## src/rtl/core/prs_pkg.sv

```systemverilog
// ----------------------------------------------------------------------------
// prs_pkg
// Shared types, codes and constant tables of the pattern row sequencer.
// ----------------------------------------------------------------------------
package prs_pkg;

    localparam int ROWS_DEF    = 64;
    localparam int ROW_IN_W    = 6;
    localparam int ENTRY_W     = 24;
    localparam int CFG_IDX_W   = 3;
    localparam int CFG_DATA_W  = 8;

    // item opcodes
    localparam logic [1:0] OP_TICK    = 2'd0;
    localparam logic [1:0] OP_LOAD    = 2'd1;
    localparam logic [1:0] OP_RESTART = 2'd2;

    // register indexes
    localparam logic [CFG_IDX_W-1:0] REG_ENABLE    = 3'd0;
    localparam logic [CFG_IDX_W-1:0] REG_FPR       = 3'd1;
    localparam logic [CFG_IDX_W-1:0] REG_LEAD_DC   = 3'd2;
    localparam logic [CFG_IDX_W-1:0] REG_LEAD_LVL  = 3'd3;
    localparam logic [CFG_IDX_W-1:0] REG_BASS_LVL  = 3'd4;
    localparam logic [CFG_IDX_W-1:0] REG_INTENSITY = 3'd5;

    localparam logic [7:0] FPR_RESET = 8'd9;

    // track write actions
    localparam logic [1:0] WR_NONE = 2'd0;
    localparam logic [1:0] WR_OFF  = 2'd1;
    localparam logic [1:0] WR_NOTE = 2'd2;

    // row codes
    localparam logic [7:0] CODE_OFF   = 8'd1;
    localparam logic [7:0] DRUM_FIRST = 8'd2;
    localparam logic [7:0] DRUM_LAST  = 8'd4;

    localparam logic [3:0] LEAD_STEP = 4'd2;
    localparam logic [3:0] BASS_STEP = 4'd3;
    localparam logic [1:0] BASS_DUTY = 2'd2;
    localparam logic [3:0] NOISE_STEP = 4'd1;
    localparam logic [2:0] NOISE_RATIO = 3'd6;

    localparam logic [10:0] DIV_MAX = 11'd2047;
    localparam logic [4:0]  BASE_OCT = 5'd4;

    typedef struct packed {
        logic        en;
        logic [7:0]  fpr;
        logic [1:0]  lead_dc;
        logic [3:0]  lead_lvl;
        logic [3:0]  bass_lvl;
        logic [1:0]  intensity;
    } t_cfg;

    typedef struct packed {
        logic [1:0]  wr;
        logic [15:0] ctrl;
        logic [15:0] freq;
    } t_voice;

    // octave-4 divider per semitone
    function automatic logic [8:0] semi_div(input logic [3:0] s);
        logic [8:0] d;
        case (s)
            4'd0:    d = 9'd501;
            4'd1:    d = 9'd473;
            4'd2:    d = 9'd446;
            4'd3:    d = 9'd421;
            4'd4:    d = 9'd398;
            4'd5:    d = 9'd375;
            4'd6:    d = 9'd354;
            4'd7:    d = 9'd334;
            4'd8:    d = 9'd316;
            4'd9:    d = 9'd298;
            4'd10:   d = 9'd281;
            4'd11:   d = 9'd265;
            default: d = 9'd0;
        endcase
        return d;
    endfunction

    function automatic logic [3:0] drum_vol(input logic [1:0] k);
        logic [3:0] v;
        case (k)
            2'd2:    v = 4'd12;
            2'd3:    v = 4'd7;
            2'd0:    v = 4'd10;
            default: v = 4'd0;
        endcase
        return v;
    endfunction

    function automatic logic [3:0] drum_shift(input logic [1:0] k);
        logic [3:0] v;
        case (k)
            2'd2:    v = 4'd7;
            2'd3:    v = 4'd3;
            2'd0:    v = 4'd5;
            default: v = 4'd0;
        endcase
        return v;
    endfunction

    function automatic logic drum_width(input logic [1:0] k);
        return (k == 2'd3);
    endfunction

endpackage

```

## src/rtl/core/prs_if.sv

```systemverilog
// ----------------------------------------------------------------------------
// prs_if
// Valid/ready channels of the pattern row sequencer: item in, result out.
// ----------------------------------------------------------------------------
interface prs_in_if;
    logic       valid;
    logic       ready;
    logic [1:0] op;
    logic [5:0] row_addr;
    logic [7:0] lead_byte;
    logic [7:0] bass_byte;
    logic [7:0] drum_byte;
    logic       effect_busy;

    modport source (output valid, op, row_addr, lead_byte, bass_byte, drum_byte,
                    effect_busy, input ready);
    modport sink   (input valid, op, row_addr, lead_byte, bass_byte, drum_byte,
                    effect_busy, output ready);
endinterface

interface prs_out_if;
    logic        valid;
    logic        ready;
    logic        row_fired;
    logic [5:0]  row_index;
    logic [1:0]  lead_write;
    logic [15:0] lead_ctrl;
    logic [15:0] lead_freq;
    logic [1:0]  bass_write;
    logic [15:0] bass_ctrl;
    logic [15:0] bass_freq;
    logic        drum_write;
    logic [15:0] drum_ctrl;
    logic [15:0] drum_freq;

    modport source (output valid, row_fired, row_index, lead_write, lead_ctrl,
                    lead_freq, bass_write, bass_ctrl, bass_freq, drum_write,
                    drum_ctrl, drum_freq, input ready);
    modport sink   (input valid, row_fired, row_index, lead_write, lead_ctrl,
                    lead_freq, bass_write, bass_ctrl, bass_freq, drum_write,
                    drum_ctrl, drum_freq, output ready);
endinterface

```

## src/rtl/core/prs_ram.sv

```systemverilog
// ----------------------------------------------------------------------------
// prs_ram
// Generic single-write, single-read RAM with registered read data.
// ----------------------------------------------------------------------------
module prs_ram #(
    parameter int WIDTH = 8,
    parameter int DEPTH = 64,
    localparam int AW   = $clog2(DEPTH)
) (
    input  logic             i_clk,
    input  logic             i_we,
    input  logic [AW-1:0]    i_waddr,
    input  logic [WIDTH-1:0] i_wdata,
    input  logic             i_re,
    input  logic [AW-1:0]    i_raddr,
    output logic [WIDTH-1:0] o_rdata
);
    logic [WIDTH-1:0] r_mem [DEPTH];
    logic [WIDTH-1:0] r_rdata;

    always_ff @(posedge i_clk) begin
        if (i_we) begin
            r_mem[i_waddr] <= i_wdata;
        end
        if (i_re) begin
            r_rdata <= r_mem[i_raddr];
        end
    end

    assign o_rdata = r_rdata;
endmodule

```

## src/rtl/core/prs_voice.sv

```systemverilog
// ----------------------------------------------------------------------------
// prs_voice
// Square track decode: row code to write action, control and divider word.
// ----------------------------------------------------------------------------
module prs_voice import prs_pkg::*; (
    input  logic [7:0] i_code,
    input  logic [3:0] i_vol,
    input  logic [3:0] i_step,
    input  logic [1:0] i_duty,
    output t_voice     o_voice
);
    logic [7:0]  note;
    logic [15:0] prod;
    logic [4:0]  oct;
    logic [7:0]  oct12;
    logic [7:0]  semi_full;
    logic [8:0]  base;
    logic [2:0]  shl;
    logic [4:0]  shr;
    logic [12:0] up;
    logic [8:0]  dn;
    logic [12:0] d;
    logic [10:0] dcl;
    logic [11:0] word;

    always_comb begin
        note      = i_code - DRUM_FIRST;
        prod      = 16'(note) * 16'd171;          // /12 by reciprocal, exact below 256
        oct       = prod[15:11];
        oct12     = {oct, 3'b000} + {1'b0, oct, 2'b00};
        semi_full = note - oct12;
        base      = semi_div(semi_full[3:0]);
        shl       = 3'(BASE_OCT - oct);
        shr       = oct - BASE_OCT;
        up        = 13'(base) << shl;
        dn        = base >> shr;
        if (oct < BASE_OCT) begin
            d = up;
        end else begin
            d = 13'(dn);
        end
        if (d > 13'(DIV_MAX)) begin
            dcl = DIV_MAX;
        end else if (d == 13'd0) begin
            dcl = 11'd1;
        end else begin
            dcl = d[10:0];
        end
        word = 12'd2048 - {1'b0, dcl};

        o_voice = '0;
        if (i_code == CODE_OFF) begin
            o_voice.wr = WR_OFF;
        end else if (i_code >= DRUM_FIRST) begin
            o_voice.wr   = WR_NOTE;
            o_voice.ctrl = {i_vol, i_step, i_duty, 6'b0};
            o_voice.freq = {1'b1, 4'b0, word[10:0]};
        end
    end
endmodule

```

## src/rtl/core/prs_seq.sv

```systemverilog
// ----------------------------------------------------------------------------
// prs_seq
// Frame counter and row position; issues pattern reads and load addresses.
// ----------------------------------------------------------------------------
module prs_seq import prs_pkg::*; #(
    parameter int ROWS = ROWS_DEF,
    localparam int AW  = $clog2(ROWS)
) (
    input  logic                i_clk,
    input  logic                i_rst_n,
    input  logic                i_accept,
    input  logic [1:0]          i_op,
    input  logic [ROW_IN_W-1:0] i_row_addr,
    input  t_cfg                i_cfg,
    output logic                o_fire,
    output logic [AW-1:0]       o_rd_row,
    output logic [AW-1:0]       o_wr_row
);
    localparam int MW   = ((AW > ROW_IN_W) ? AW : ROW_IN_W) + 1;
    localparam int NSUB = ((2 ** ROW_IN_W) - 1) / ROWS;

    logic [7:0]    r_frame, n_frame;
    logic [AW-1:0] r_row, n_row;
    logic [9:0]    scaled;
    logic [7:0]    speed;
    logic          fire;
    logic [AW:0]   row_inc;
    logic [MW-1:0] wa;

    always_comb begin
        scaled = {2'b00, i_cfg.fpr} + {1'b0, i_cfg.fpr, 1'b0};
        if (i_cfg.intensity[1]) begin
            speed = scaled[9:2];
        end else begin
            speed = i_cfg.fpr;
        end
        if (speed < 8'd2) begin
            speed = 8'd2;
        end
        fire    = (i_op == OP_TICK) && i_cfg.en && (r_frame >= speed);
        row_inc = {1'b0, r_row} + 1'b1;

        n_frame = r_frame;
        n_row   = r_row;
        if (i_accept) begin
            if (i_op == OP_RESTART) begin
                n_frame = '0;
                n_row   = '0;
            end else if (fire) begin
                n_frame = '0;
                n_row   = (row_inc >= (AW+1)'(ROWS)) ? '0 : row_inc[AW-1:0];
            end else if ((i_op == OP_TICK) && i_cfg.en) begin
                n_frame = r_frame + 8'd1;
            end
        end

        wa = MW'(i_row_addr);
        for (int k = 0; k < NSUB; k++) begin
            if (wa >= MW'(ROWS)) begin
                wa = wa - MW'(ROWS);
            end
        end
    end

    always_ff @(posedge i_clk) begin
        if (!i_rst_n) begin
            r_frame <= '0;
            r_row   <= '0;
        end else begin
            r_frame <= n_frame;
            r_row   <= n_row;
        end
    end

    assign o_fire   = fire;
    assign o_rd_row = r_row;
    assign o_wr_row = wa[AW-1:0];
endmodule

```

## src/rtl/core/pattern_row_sequencer.sv

```systemverilog
// ----------------------------------------------------------------------------
// pattern_row_sequencer
// Three-track pattern sequencer: row loads into a pattern RAM, frame ticks
// that read and decode one row every speed+1 frames.
//
//   channel  dir  role
//   i_in     in   items: tick / load / restart
//   o_out    out  one result per item
//   i_cfg_*  in   register writes, no read-back
//
// One item per cycle while the output is not stalled; at a transfer the pattern
// RAM read data and the stage-1 registers capture the item, and the decode
// result then moves into the output register.
// Reset clears the counters, config and pipeline valid bits; RAM is not cleared.
// A stalled output holds the pipeline; input is taken while the decode
// stage is empty or moving.
// ----------------------------------------------------------------------------
module pattern_row_sequencer import prs_pkg::*; #(
    parameter int ROWS = ROWS_DEF
) (
    input  logic                  i_clk,
    input  logic                  i_rst_n,
    prs_in_if.sink                i_in,
    prs_out_if.source             o_out,
    input  logic                  i_cfg_we,
    input  logic [CFG_IDX_W-1:0]  i_cfg_idx,
    input  logic [CFG_DATA_W-1:0] i_cfg_data
);
    localparam int AW = $clog2(ROWS);

    t_cfg           r_cfg;
    logic           accept;
    logic           fire;
    logic [AW-1:0]  rd_row;
    logic [AW-1:0]  wr_row;
    logic [ENTRY_W-1:0] rdata;

    logic           r_s1_valid;
    logic           r_s1_fire;
    logic           r_s1_busy;
    logic [5:0]     r_s1_row;
    logic           s1_adv;

    logic           r_o_valid;
    logic [5:0]     row6;
    logic [AW+5:0]  row_ext;
    logic [3:0]     lv;
    logic [4:0]     lv_sum;
    logic           drum_ok;
    t_voice         lead_v, bass_v;

    logic           r_fired;
    logic [5:0]     r_row_idx;
    t_voice         r_lead, r_bass;
    logic           r_drum_wr;
    logic [15:0]    r_drum_ctrl, r_drum_freq;

    // configuration
    always_ff @(posedge i_clk) begin
        if (!i_rst_n) begin
            r_cfg <= '{en: 1'b0, fpr: FPR_RESET, lead_dc: 2'd0, lead_lvl: 4'd0,
                       bass_lvl: 4'd0, intensity: 2'd0};
        end else if (i_cfg_we) begin
            unique case (i_cfg_idx)
                REG_ENABLE:    r_cfg.en        <= i_cfg_data[0];
                REG_FPR:       r_cfg.fpr       <= i_cfg_data;
                REG_LEAD_DC:   r_cfg.lead_dc   <= i_cfg_data[1:0];
                REG_LEAD_LVL:  r_cfg.lead_lvl  <= i_cfg_data[3:0];
                REG_BASS_LVL:  r_cfg.bass_lvl  <= i_cfg_data[3:0];
                REG_INTENSITY: r_cfg.intensity <= i_cfg_data[1:0];
                default: ;
            endcase
        end
    end

    assign s1_adv     = !r_o_valid || o_out.ready;
    assign i_in.ready = !r_s1_valid || s1_adv;
    assign accept     = i_in.valid && i_in.ready;

    prs_seq #(.ROWS(ROWS)) u_seq (
        .i_clk      (i_clk),
        .i_rst_n    (i_rst_n),
        .i_accept   (accept),
        .i_op       (i_in.op),
        .i_row_addr (i_in.row_addr),
        .i_cfg      (r_cfg),
        .o_fire     (fire),
        .o_rd_row   (rd_row),
        .o_wr_row   (wr_row)
    );

    // load writes and row reads never share a cycle; a read after a load sees it
    prs_ram #(.WIDTH(ENTRY_W), .DEPTH(ROWS)) u_ram (
        .i_clk   (i_clk),
        .i_we    (accept && (i_in.op == OP_LOAD)),
        .i_waddr (wr_row),
        .i_wdata ({i_in.drum_byte, i_in.bass_byte, i_in.lead_byte}),
        .i_re    (accept && fire),
        .i_raddr (rd_row),
        .o_rdata (rdata)
    );

    assign row_ext = {6'b0, rd_row};

    always_ff @(posedge i_clk) begin
        if (!i_rst_n) begin
            r_s1_valid <= 1'b0;
        end else if (i_in.ready) begin
            r_s1_valid <= i_in.valid;
        end
    end

    always_ff @(posedge i_clk) begin
        if (accept) begin
            r_s1_fire <= fire;
            r_s1_busy <= i_in.effect_busy;
            r_s1_row  <= row_ext[5:0];
        end
    end

    // decode
    assign lv_sum = {1'b0, r_cfg.lead_lvl} + ((r_cfg.intensity != 2'd0) ? 5'd2 : 5'd0);
    assign lv     = lv_sum[4] ? 4'd15 : lv_sum[3:0];
    assign row6   = r_s1_row;

    prs_voice u_lead (
        .i_code  (rdata[7:0]),
        .i_vol   (lv),
        .i_step  (LEAD_STEP),
        .i_duty  (r_cfg.lead_dc),
        .o_voice (lead_v)
    );

    prs_voice u_bass (
        .i_code  (rdata[15:8]),
        .i_vol   (r_cfg.bass_lvl),
        .i_step  (BASS_STEP),
        .i_duty  (BASS_DUTY),
        .o_voice (bass_v)
    );

    assign drum_ok = (rdata[23:16] >= DRUM_FIRST) && (rdata[23:16] <= DRUM_LAST)
                     && !r_s1_busy;

    always_ff @(posedge i_clk) begin
        if (!i_rst_n) begin
            r_o_valid <= 1'b0;
        end else if (s1_adv) begin
            r_o_valid <= r_s1_valid;
        end
    end

    always_ff @(posedge i_clk) begin
        if (s1_adv && r_s1_valid) begin
            r_fired     <= r_s1_fire;
            r_row_idx   <= r_s1_fire ? row6 : 6'd0;
            r_lead      <= r_s1_fire ? lead_v : '0;
            r_bass      <= r_s1_fire ? bass_v : '0;
            r_drum_wr   <= r_s1_fire && drum_ok;
            if (r_s1_fire && drum_ok) begin
                r_drum_ctrl <= {drum_vol(rdata[17:16]), NOISE_STEP, 8'h00};
                r_drum_freq <= {1'b1, 7'b0, drum_shift(rdata[17:16]),
                                drum_width(rdata[17:16]), NOISE_RATIO};
            end else begin
                r_drum_ctrl <= '0;
                r_drum_freq <= '0;
            end
        end
    end

    assign o_out.valid      = r_o_valid;
    assign o_out.row_fired  = r_fired;
    assign o_out.row_index  = r_row_idx;
    assign o_out.lead_write = r_lead.wr;
    assign o_out.lead_ctrl  = r_lead.ctrl;
    assign o_out.lead_freq  = r_lead.freq;
    assign o_out.bass_write = r_bass.wr;
    assign o_out.bass_ctrl  = r_bass.ctrl;
    assign o_out.bass_freq  = r_bass.freq;
    assign o_out.drum_write = r_drum_wr;
    assign o_out.drum_ctrl  = r_drum_ctrl;
    assign o_out.drum_freq  = r_drum_freq;
endmodule
```

## src/flat_wrapper.sv

```systemverilog
// flat-port wrapper written by rule: the top's interface ports become plain ports
module pattern_row_sequencer_flat import prs_pkg::*;
#(
    parameter int ROWS = ROWS_DEF
)
  (i_clk, i_rst_n, i_cfg_we, i_cfg_idx, i_cfg_data, i_in_valid, i_in_op, i_in_row_addr, i_in_lead_byte, i_in_bass_byte, i_in_drum_byte, i_in_effect_busy, i_in_ready, o_out_valid, o_out_row_fired, o_out_row_index, o_out_lead_write, o_out_lead_ctrl, o_out_lead_freq, o_out_bass_write, o_out_bass_ctrl, o_out_bass_freq, o_out_drum_write, o_out_drum_ctrl, o_out_drum_freq, o_out_ready);
  prs_in_if i_in_i ();
  prs_out_if o_out_i ();
  input  logic i_clk;
  input  logic i_rst_n;
  input  logic i_cfg_we;
  input  logic [CFG_IDX_W-1:0] i_cfg_idx;
  input  logic [CFG_DATA_W-1:0] i_cfg_data;
  input wire logic [$bits(i_in_i.valid)-1:0] i_in_valid;
  input wire logic [$bits(i_in_i.op)-1:0] i_in_op;
  input wire logic [$bits(i_in_i.row_addr)-1:0] i_in_row_addr;
  input wire logic [$bits(i_in_i.lead_byte)-1:0] i_in_lead_byte;
  input wire logic [$bits(i_in_i.bass_byte)-1:0] i_in_bass_byte;
  input wire logic [$bits(i_in_i.drum_byte)-1:0] i_in_drum_byte;
  input wire logic [$bits(i_in_i.effect_busy)-1:0] i_in_effect_busy;
  output wire logic [$bits(i_in_i.ready)-1:0] i_in_ready;
  output wire logic [$bits(o_out_i.valid)-1:0] o_out_valid;
  output wire logic [$bits(o_out_i.row_fired)-1:0] o_out_row_fired;
  output wire logic [$bits(o_out_i.row_index)-1:0] o_out_row_index;
  output wire logic [$bits(o_out_i.lead_write)-1:0] o_out_lead_write;
  output wire logic [$bits(o_out_i.lead_ctrl)-1:0] o_out_lead_ctrl;
  output wire logic [$bits(o_out_i.lead_freq)-1:0] o_out_lead_freq;
  output wire logic [$bits(o_out_i.bass_write)-1:0] o_out_bass_write;
  output wire logic [$bits(o_out_i.bass_ctrl)-1:0] o_out_bass_ctrl;
  output wire logic [$bits(o_out_i.bass_freq)-1:0] o_out_bass_freq;
  output wire logic [$bits(o_out_i.drum_write)-1:0] o_out_drum_write;
  output wire logic [$bits(o_out_i.drum_ctrl)-1:0] o_out_drum_ctrl;
  output wire logic [$bits(o_out_i.drum_freq)-1:0] o_out_drum_freq;
  input wire logic [$bits(o_out_i.ready)-1:0] o_out_ready;
  assign i_in_i.valid = i_in_valid;
  assign i_in_i.op = i_in_op;
  assign i_in_i.row_addr = i_in_row_addr;
  assign i_in_i.lead_byte = i_in_lead_byte;
  assign i_in_i.bass_byte = i_in_bass_byte;
  assign i_in_i.drum_byte = i_in_drum_byte;
  assign i_in_i.effect_busy = i_in_effect_busy;
  assign i_in_ready = i_in_i.ready;
  assign o_out_valid = o_out_i.valid;
  assign o_out_row_fired = o_out_i.row_fired;
  assign o_out_row_index = o_out_i.row_index;
  assign o_out_lead_write = o_out_i.lead_write;
  assign o_out_lead_ctrl = o_out_i.lead_ctrl;
  assign o_out_lead_freq = o_out_i.lead_freq;
  assign o_out_bass_write = o_out_i.bass_write;
  assign o_out_bass_ctrl = o_out_i.bass_ctrl;
  assign o_out_bass_freq = o_out_i.bass_freq;
  assign o_out_drum_write = o_out_i.drum_write;
  assign o_out_drum_ctrl = o_out_i.drum_ctrl;
  assign o_out_drum_freq = o_out_i.drum_freq;
  assign o_out_i.ready = o_out_ready;
  pattern_row_sequencer #(.ROWS(ROWS)) u_core (.i_clk(i_clk), .i_rst_n(i_rst_n), .i_in(i_in_i), .o_out(o_out_i), .i_cfg_we(i_cfg_we), .i_cfg_idx(i_cfg_idx), .i_cfg_data(i_cfg_data));
endmodule
```

## config.mk

```make
export PLATFORM = sky130hd
export DESIGN_NAME = pattern_row_sequencer_flat
export DESIGN_NICKNAME = d
export VERILOG_FILES = /design/src/rtl/core/prs_pkg.sv /design/src/rtl/core/prs_if.sv /design/src/rtl/core/prs_ram.sv /design/src/rtl/core/prs_voice.sv /design/src/rtl/core/prs_seq.sv /design/src/rtl/core/pattern_row_sequencer.sv /design/src/flat_wrapper.sv
export SDC_FILE = /design/constraint.sdc
export NUM_CORES = 2
export LEC_CHECK = 0
export ABC_AREA = 1
export BUFFER_PORTS_ARGS = -buffer_cell sky130_fd_sc_hd__buf_2
export CAP_MARGIN = 20
export CORE_MARGIN = 2
export CORE_UTILIZATION = 35
export CTS_BUF_LIST = sky130_fd_sc_hd__clkbuf_16
export DETAILED_ROUTE_END_ITERATION = 16
export HOLD_SLACK_MARGIN = 0.12
export PLACE_DENSITY = 0.55
export SLEW_MARGIN = 5
export SYNTH_ARGS = -nofsm -noshare
export SYNTH_HDL_FRONTEND = slang
export SYNTH_SLANG_ARGS = --single-unit
```

## constraint.sdc

```tcl
create_clock -name i_clk -period 8.3 [get_ports i_clk]
set_input_delay 1.66 -clock i_clk [delete_from_list [all_inputs] [get_ports i_clk]]
set_output_delay 1.66 -clock i_clk [all_outputs]
set_load 0.05 [all_outputs]
```

# Word level (Yosys, flattened, before mapping)
# Memories as Yosys holds them, arrays and structs flattened. A register that Yosys moved wholly into a read port is not among the register bits.
# Index checks and enable logic that the tools add are counted.
# word_totals
ff_bits	153
ram_bits	1536
mem_bits_ro	288
in_bits	49
output_inout_bits	110
word_cells	142
n_memories	3
# op_classes
n_addsub	16
mul	2
n_lt_le_gt_ge	11
n_eq_ne	11
n_shift	4
n_mux	26
bitwise	3
reduce_logical	34
# mem_list
name	depth	word_bits	read_ports	rd_ports_with_merged_regs	write_ports	line_no	source
u_core.u_ram.r_mem	64	24	1	1	1	prs_ram.sv:18	logic [WIDTH-1:0] r_mem [DEPTH];
(name not given)	16	9	1	0	0	prs_pkg.sv:65	case (s)
(name not given)	16	9	1	0	0	prs_pkg.sv:65	
# ops
operator	n
two-way mux 34 bit	2
two-way mux 11 bit	4
two-way mux 8 bit	5
multiplier 8 x 8 -> 16 bit, second input constant	2
greater-than comparator 13 x 11 -> 1 bit, second input constant	2
zero test 13 bit	2
two-way mux 13 bit	2
left shift 9 x 3 -> 13 bit	2
greater-or-equal comparator 8 x 2 -> 1 bit, second input constant	3
subtractor 1 x 11 -> 11 bit, first input constant	2
two-way mux 6 bit	3
right shift 9 x 5 -> 9 bit	2
== test 8 x 1 -> 1 bit, second input constant	2
two-way mux 16 bit	1
AND reduction 2 bit	8
subtractor 8 x 2 -> 8 bit, second input constant	2
case mux 4 bit (3 select lines)	1
adder 8 x 9 -> 10 bit	1
< comparator 5 x 3 -> 1 bit, second input constant	2
subtractor 5 x 3 -> 5 bit, second input constant	2
logical AND 1 bit	9
two-way mux 9 bit	1
case mux 3 bit (3 select lines)	1
adder 4 bit	2
other kinds (26)	44

# Depth between registers and ports, before layout
# An unclocked memory read counts as a cell.
# logic_depth
depth_word	13
ltp_mapped	51
depth_no_buf	50

# Cells and area by module
# Synthesis repeated with hierarchy kept, for this count alone.
# hier_totals
cells_unflattened	6913
area_unflattened_um2	75301.0
# modules_own_cells
module	n_inst	cells_each	area_each_um2	seq_area_each_um2
prs_ram	1	5230	62995.4	46844.9
prs_voice	2	501	3095.5	0.0
pattern_row_sequencer	1	441	4623.2	3133.0
prs_seq	1	240	1491.4	280.3

# Worst setup path before layout
# No wires, ideal clock.
# synth_timing
path_kind	reg2reg
start	register u_core.u_ram.r_rdata[9], in the netlist u_core.u_ram.o_rdata[9] (read register of u_core.u_ram.r_mem)
end	register u_core.r_bass (netlist bit u_core.o_out.bass_freq[10]), data pin
setup_time_ps	251
arrival_ps	6468
required_ps	8049
path_slack_ps	1581
path_stages_with_launch	43
n_path_buf	0
synth_period_minus_slack_ps	6719
cell_sequence	edfxtp_1 inv_1 ha_1 xor2_1 ha_1 fa_1 inv_1 fa_1 fa_1 inv_1 ha_1 a21oi_1 o21ai_1 inv_2 nand2_4 nand2_2 nand2_4 ha_1 [7 not listed] nand3_1 nand3_1 nand3_1 nand2_2 inv_2 nand2_1 nor2_1 nand3_1 nand3_2 inv_1 ha_1 nand2_2 nor2_4 nand3_2 nor2_4 nand2_1 nand4_1 inv_1
# synth_via
elab_chain_len	11
elab_cells_between_ends	20
classes_between	add/sub (6); mul (1); order compare (3); eq/ne (1); shift (2); mux (3); bitwise (1); reduce/logical (2); memory (1)
# synth_lines
element	line_no	source
start, declared	prs_ram.sv:19	logic [WIDTH-1:0] r_rdata;
parallel branches: the longest is 11 deep, another holds multiplier 8 x 8 -> 16 bit	n/a	
end signal, assigned	pattern_row_sequencer.sv:158	r_bass <= r_s1_fire ? bass_v : '0;
end, declared	pattern_row_sequencer.sv:54	t_voice r_lead, r_bass;
# Several ways; the timed one is not identified.
# A chain may end at the register's enable or synchronous reset.

# Final worst setup path
# layout_timing
start	register u_core.u_ram.r_rdata[9], in the netlist u_core.u_ram.o_rdata[9] (read register of u_core.u_ram.r_mem)
end	register u_core.r_bass (netlist bit u_core.o_out.bass_freq[8]), data pin
# Same word-level chain as after synthesis.

==> results.cfg <==
[sta]
fin_crit_sh_pct = 90.9
fin_skew_ns = 0.0479
fin_hold_ws_ns = 0.454
max_freq_ghz = 0.133
fin_tns_setup_ns = 0
min_period_ns = 7.54
slew_headroom_pct = 24.2
grt_setup_unrepaired = false
hold_viol = 0
setup_violations = 0
drv_slew = 0
worst_pin_slew_ns = 1.13

[setup_path]
arrival_ns = 8.07
r2r_start = u_core.u_ram.o_rdata[9]
worstRegToRegCells = 41
start_kind = flop
slowest_stage = fa_1
r2r_end = u_core.o_out.bass_freq[8]
worst_path_most_repeated_cell = nand2_1
crit_type = flop to flop
critPathMaxStageDelay_ns = 0.51
crit_required_ns = 8.82
crit_fanout = 13
rrSetupSlack_ns = 0.76
endpoint_kind = flop

[cts]
worstSkewPairLatency_ns = 0.81
cts-htree-levels = 4
clk_pin_slew_worst_paths_ns = 0.06
cts_setup_buffers = 0
clock_path_buffers = 3
cts_tree = done
cts_sinks = 1654
root_buffer = clkbuf_16
cts_buffers = 170

[global_routing]
grt_pass1_vias = 45100
antenna_found_initial = 8
grt_pass1_wl_mm = 303
grt_max_degree = 165
gr-total-overflow = 0
track_usage_pct = 19.7

[synth]
syn_inst = 5861
synth_top_area_share_pct = 68.6
post-synth-top-area-cell = edfxtp_1
yosysUniqueCellTypes = 59
synthTopCellsByArea = edfxtp_1 69%, o21ai_0 7.1%, nor2_1 6.2%, o22ai_1 3.6%, ha_1 2.1%
synth-edff-count = 1617
ys.flop_type = edfxtp_1
seq_area_frac_synth_pct = 69.7
netlist_area_um2 = 70700
syn_area_per_cell_um2 = 12.1
async_flop_share_pct = 0
ys_warn_count = 0
synth-seq-cells = 1654

[floorplanning]
pin_count = 159
start_util_pct = 35.1
die_h_um = 454
core_area_um2 = 201000
row_count = 165
die_width_um = 454
fp.dieArea_um2 = 206000

[routing]
vias = 47500
avgViaCountPerCell = 5.44
wire_per_inst_um = 23.8
wl_mm = 208
postRouteAntennaNets = 0
first_pass_iters = 5
drt_iter0_markers = 5466
drc_errors = 0

[hold_path]
hold_path_class = flop to flop
holdPathStages = 2
worstHoldStart = u_core.r_cfg[11]
hold_end = u_core.r_cfg[11]

[run]
max_cap_violations = 0

[pwr]
power_density_nw_per_um2 = 217
ir_drop_uv = 212
leakage_uw = 0.0275
clkPwrFrac_pct = 43.3
p_comb_share_pct = 3.8
totalPowerFinal_uw = 17400
p_int_uw = 13600
pwr-share-seq_pct = 52.9
power.switching_uw = 3800
sw_frac_of_total_pct = 21.8

[finish]
drive_above_1_share_pct = 10.8
design_area_um2 = 80200
fin_cells = 8733
final_net_count = 6120
area_delta_synth_final_pct = 13.4

[status]
status = finished, final reports clean

[placed_design]
place_inst = 8418
place_congestion = 0.816
portBuffers = 112
placed_area_um2 = 74500
hpwl_mm = 113
==> Yosys cell counts, drive strengths merged, types with 19 or more instances <==
| master | count |
|---|---|
| inv | 216 |
| o221ai | 58 |
| o22ai | 405 |
| o21ai | 1011 |
| nand4 | 19 |
| edfxtp | 1617 |
| a21oi | 82 |
| nand2 | 329 |
| buf | 72 |
| dfxtp | 37 |
| o211ai | 28 |
| nor2 | 1191 |
| ha | 121 |
| xor2 | 22 |
| fa | 25 |
| clkbuf | 334 |
| nand3 | 190 |
| nor3 | 21 |
==> worst max path at each step <==
stage                                 start                         end  slack, ns  cells past startpoint
CTS                 u_core.u_ram.o_rdata[9]  u_core.o_out.bass_freq[10]       0.61                     43
global route        u_core.u_ram.o_rdata[9]  u_core.o_out.bass_freq[10]       0.04                     42
floorplan           u_core.u_ram.o_rdata[9]  u_core.o_out.bass_freq[10]       1.58                     42
global placement    u_core.u_ram.o_rdata[1]   u_core.o_out.lead_freq[8]       0.71                     44
detailed placement  u_core.u_ram.o_rdata[9]  u_core.o_out.bass_freq[10]       0.65                     43
finish              u_core.u_ram.o_rdata[9]   u_core.o_out.bass_freq[8]       0.76                     41
==> routing by layer <==
metal | vias up | share of wire, % | GRT usage [%]
li1 | 21500 | - | -
met1 | 23800 | 43 | 27.0
met2 | 1782 | 47 | 32.5
met3 | 321 | 6.9 | 2.89
met4 | 0 | 2.8 | 5.91
met5 | - | 0 | 0
==> stage by stage <==
step	util, %	worst slack (ns)
2_1_floorplan	-	1.58
3_3_place_gp	36.9	0.709
3_5_place_dp	37.0	0.651
4_1_cts	39.7	0.605
5_1_grt	39.8	0.0391
6_report	39.8	0.755
==> logic make-up (layout without fill, tap and decap cells) <==
| group | Yosys count | after routing | synth area share, % |
|---|---|---|---|
| AND/OR/NAND/NOR | 1764 | 1764 | 10.3 |
| flip-flops | 1654 | 1654 | 69.7 |
| XOR/XNOR | 30 | 30 | 0.446 |
| AO/OA/AOI/OAI | 1638 | 1638 | 13.0 |
| multiplexers | 2 | 2 | 0.0283 |
| other | 1 | 48 | 0.00530 |
| adder cells (fa/ha/maj) | 146 | 146 | 2.85 |
| buffers and inverters | 626 | 779 | 3.69 |
==> flip-flops by register name, indices dropped and copies added (netlist names) <==
signal,count
u_core.u_ram.r_mem,1536
u_core.u_ram.o_rdata,24
u_core.r_cfg,21
u_core.o_out.lead_freq,12
u_core.o_out.bass_freq,11
u_core.u_seq.r_frame,8
u_core.o_out.lead_ctrl,6
u_core.o_out.row_index,6
u_core.r_s1_row,6
u_core.u_seq.o_rd_row,6
u_core.o_out.bass_ctrl,5
u_core.o_out.drum_ctrl,4
u_core.o_out.drum_freq,2
u_core.o_out.bass_write,1
u_core.o_out.lead_write,1
u_core.o_out.row_fired,1
u_core.o_out.valid,1
u_core.r_s1_busy,1
u_core.r_s1_fire,1
u_core.r_s1_valid,1
==> layout by cell type, fill, tap and decap left out, drive strengths merged, types with 2 or more instances in the layout <==
master    count
nand3       190
o21ai      1011
mux2i         2
o21bai       11
o211ai       28
xnor2         7
bufinv       16
clkinv       69
clkinvlp      3
inv         265
o32ai        15
nand4        19
dfxtp        37
nor2       1191
xor2         22
o221ai       58
ha          121
clkbuf      174
a31oi         2
o22ai       405
edfxtp     1617
nor3         21
nor4          4
o21a          9
a21o          2
nand3b        4
nor3b         2
diode         2
conb         46
o31ai         8
nand2       329
or2           2
o311ai        4
fa           25
buf         252
a21oi        82
==> worst max-delay path: cells and delay by family (launching register included) <==
| kind | cells | cell delay, ns |
|---|---|---|
| and+or+nand+nor | 20 | 2.10 |
| adders and majority gates | 8 | 3.02 |
| DFF | 1 | 0.50 |
| buffers and inverters | 6 | 0.67 |
| AOI/OAI and AO/OA | 5 | 0.63 |
| xor gates and xnor gates | 2 | 0.33 |
==> timing repair <==
action	in CTS	in global routing
resized for setup	0	3
hold buffers	0	0
endpoints found under the setup margin	0	6
==> area by class of cell <==
| type | count | area, um^2 |
|---|---|---|
| clock buffers | 173 | 4330 |
| clock inverters | 133 | 1130 |
| inverters | 220 | 856 |
| repair buffers | 253 | 1900 |
| diodes | 2 | 5.00 |
| multi-input cells | 3626 | 19300 |
| well taps | 2672 | 3340 |
| flip-flops and latches | 1654 | 49300 |
| fillers | 19100 | 121000 |
==> power groups by stage <==
stage	Sequential (uW)	Clock, uW	Combinational [uW]
2_1_floorplan	9410	0	342
3_3_place_gp	9380	0	643
3_5_place_dp	9380	0	651
4_1_cts	9200	7650	652
5_1_grt	9200	7970	711
6_report	9200	7540	654
(Power assumes the default switching activity.)
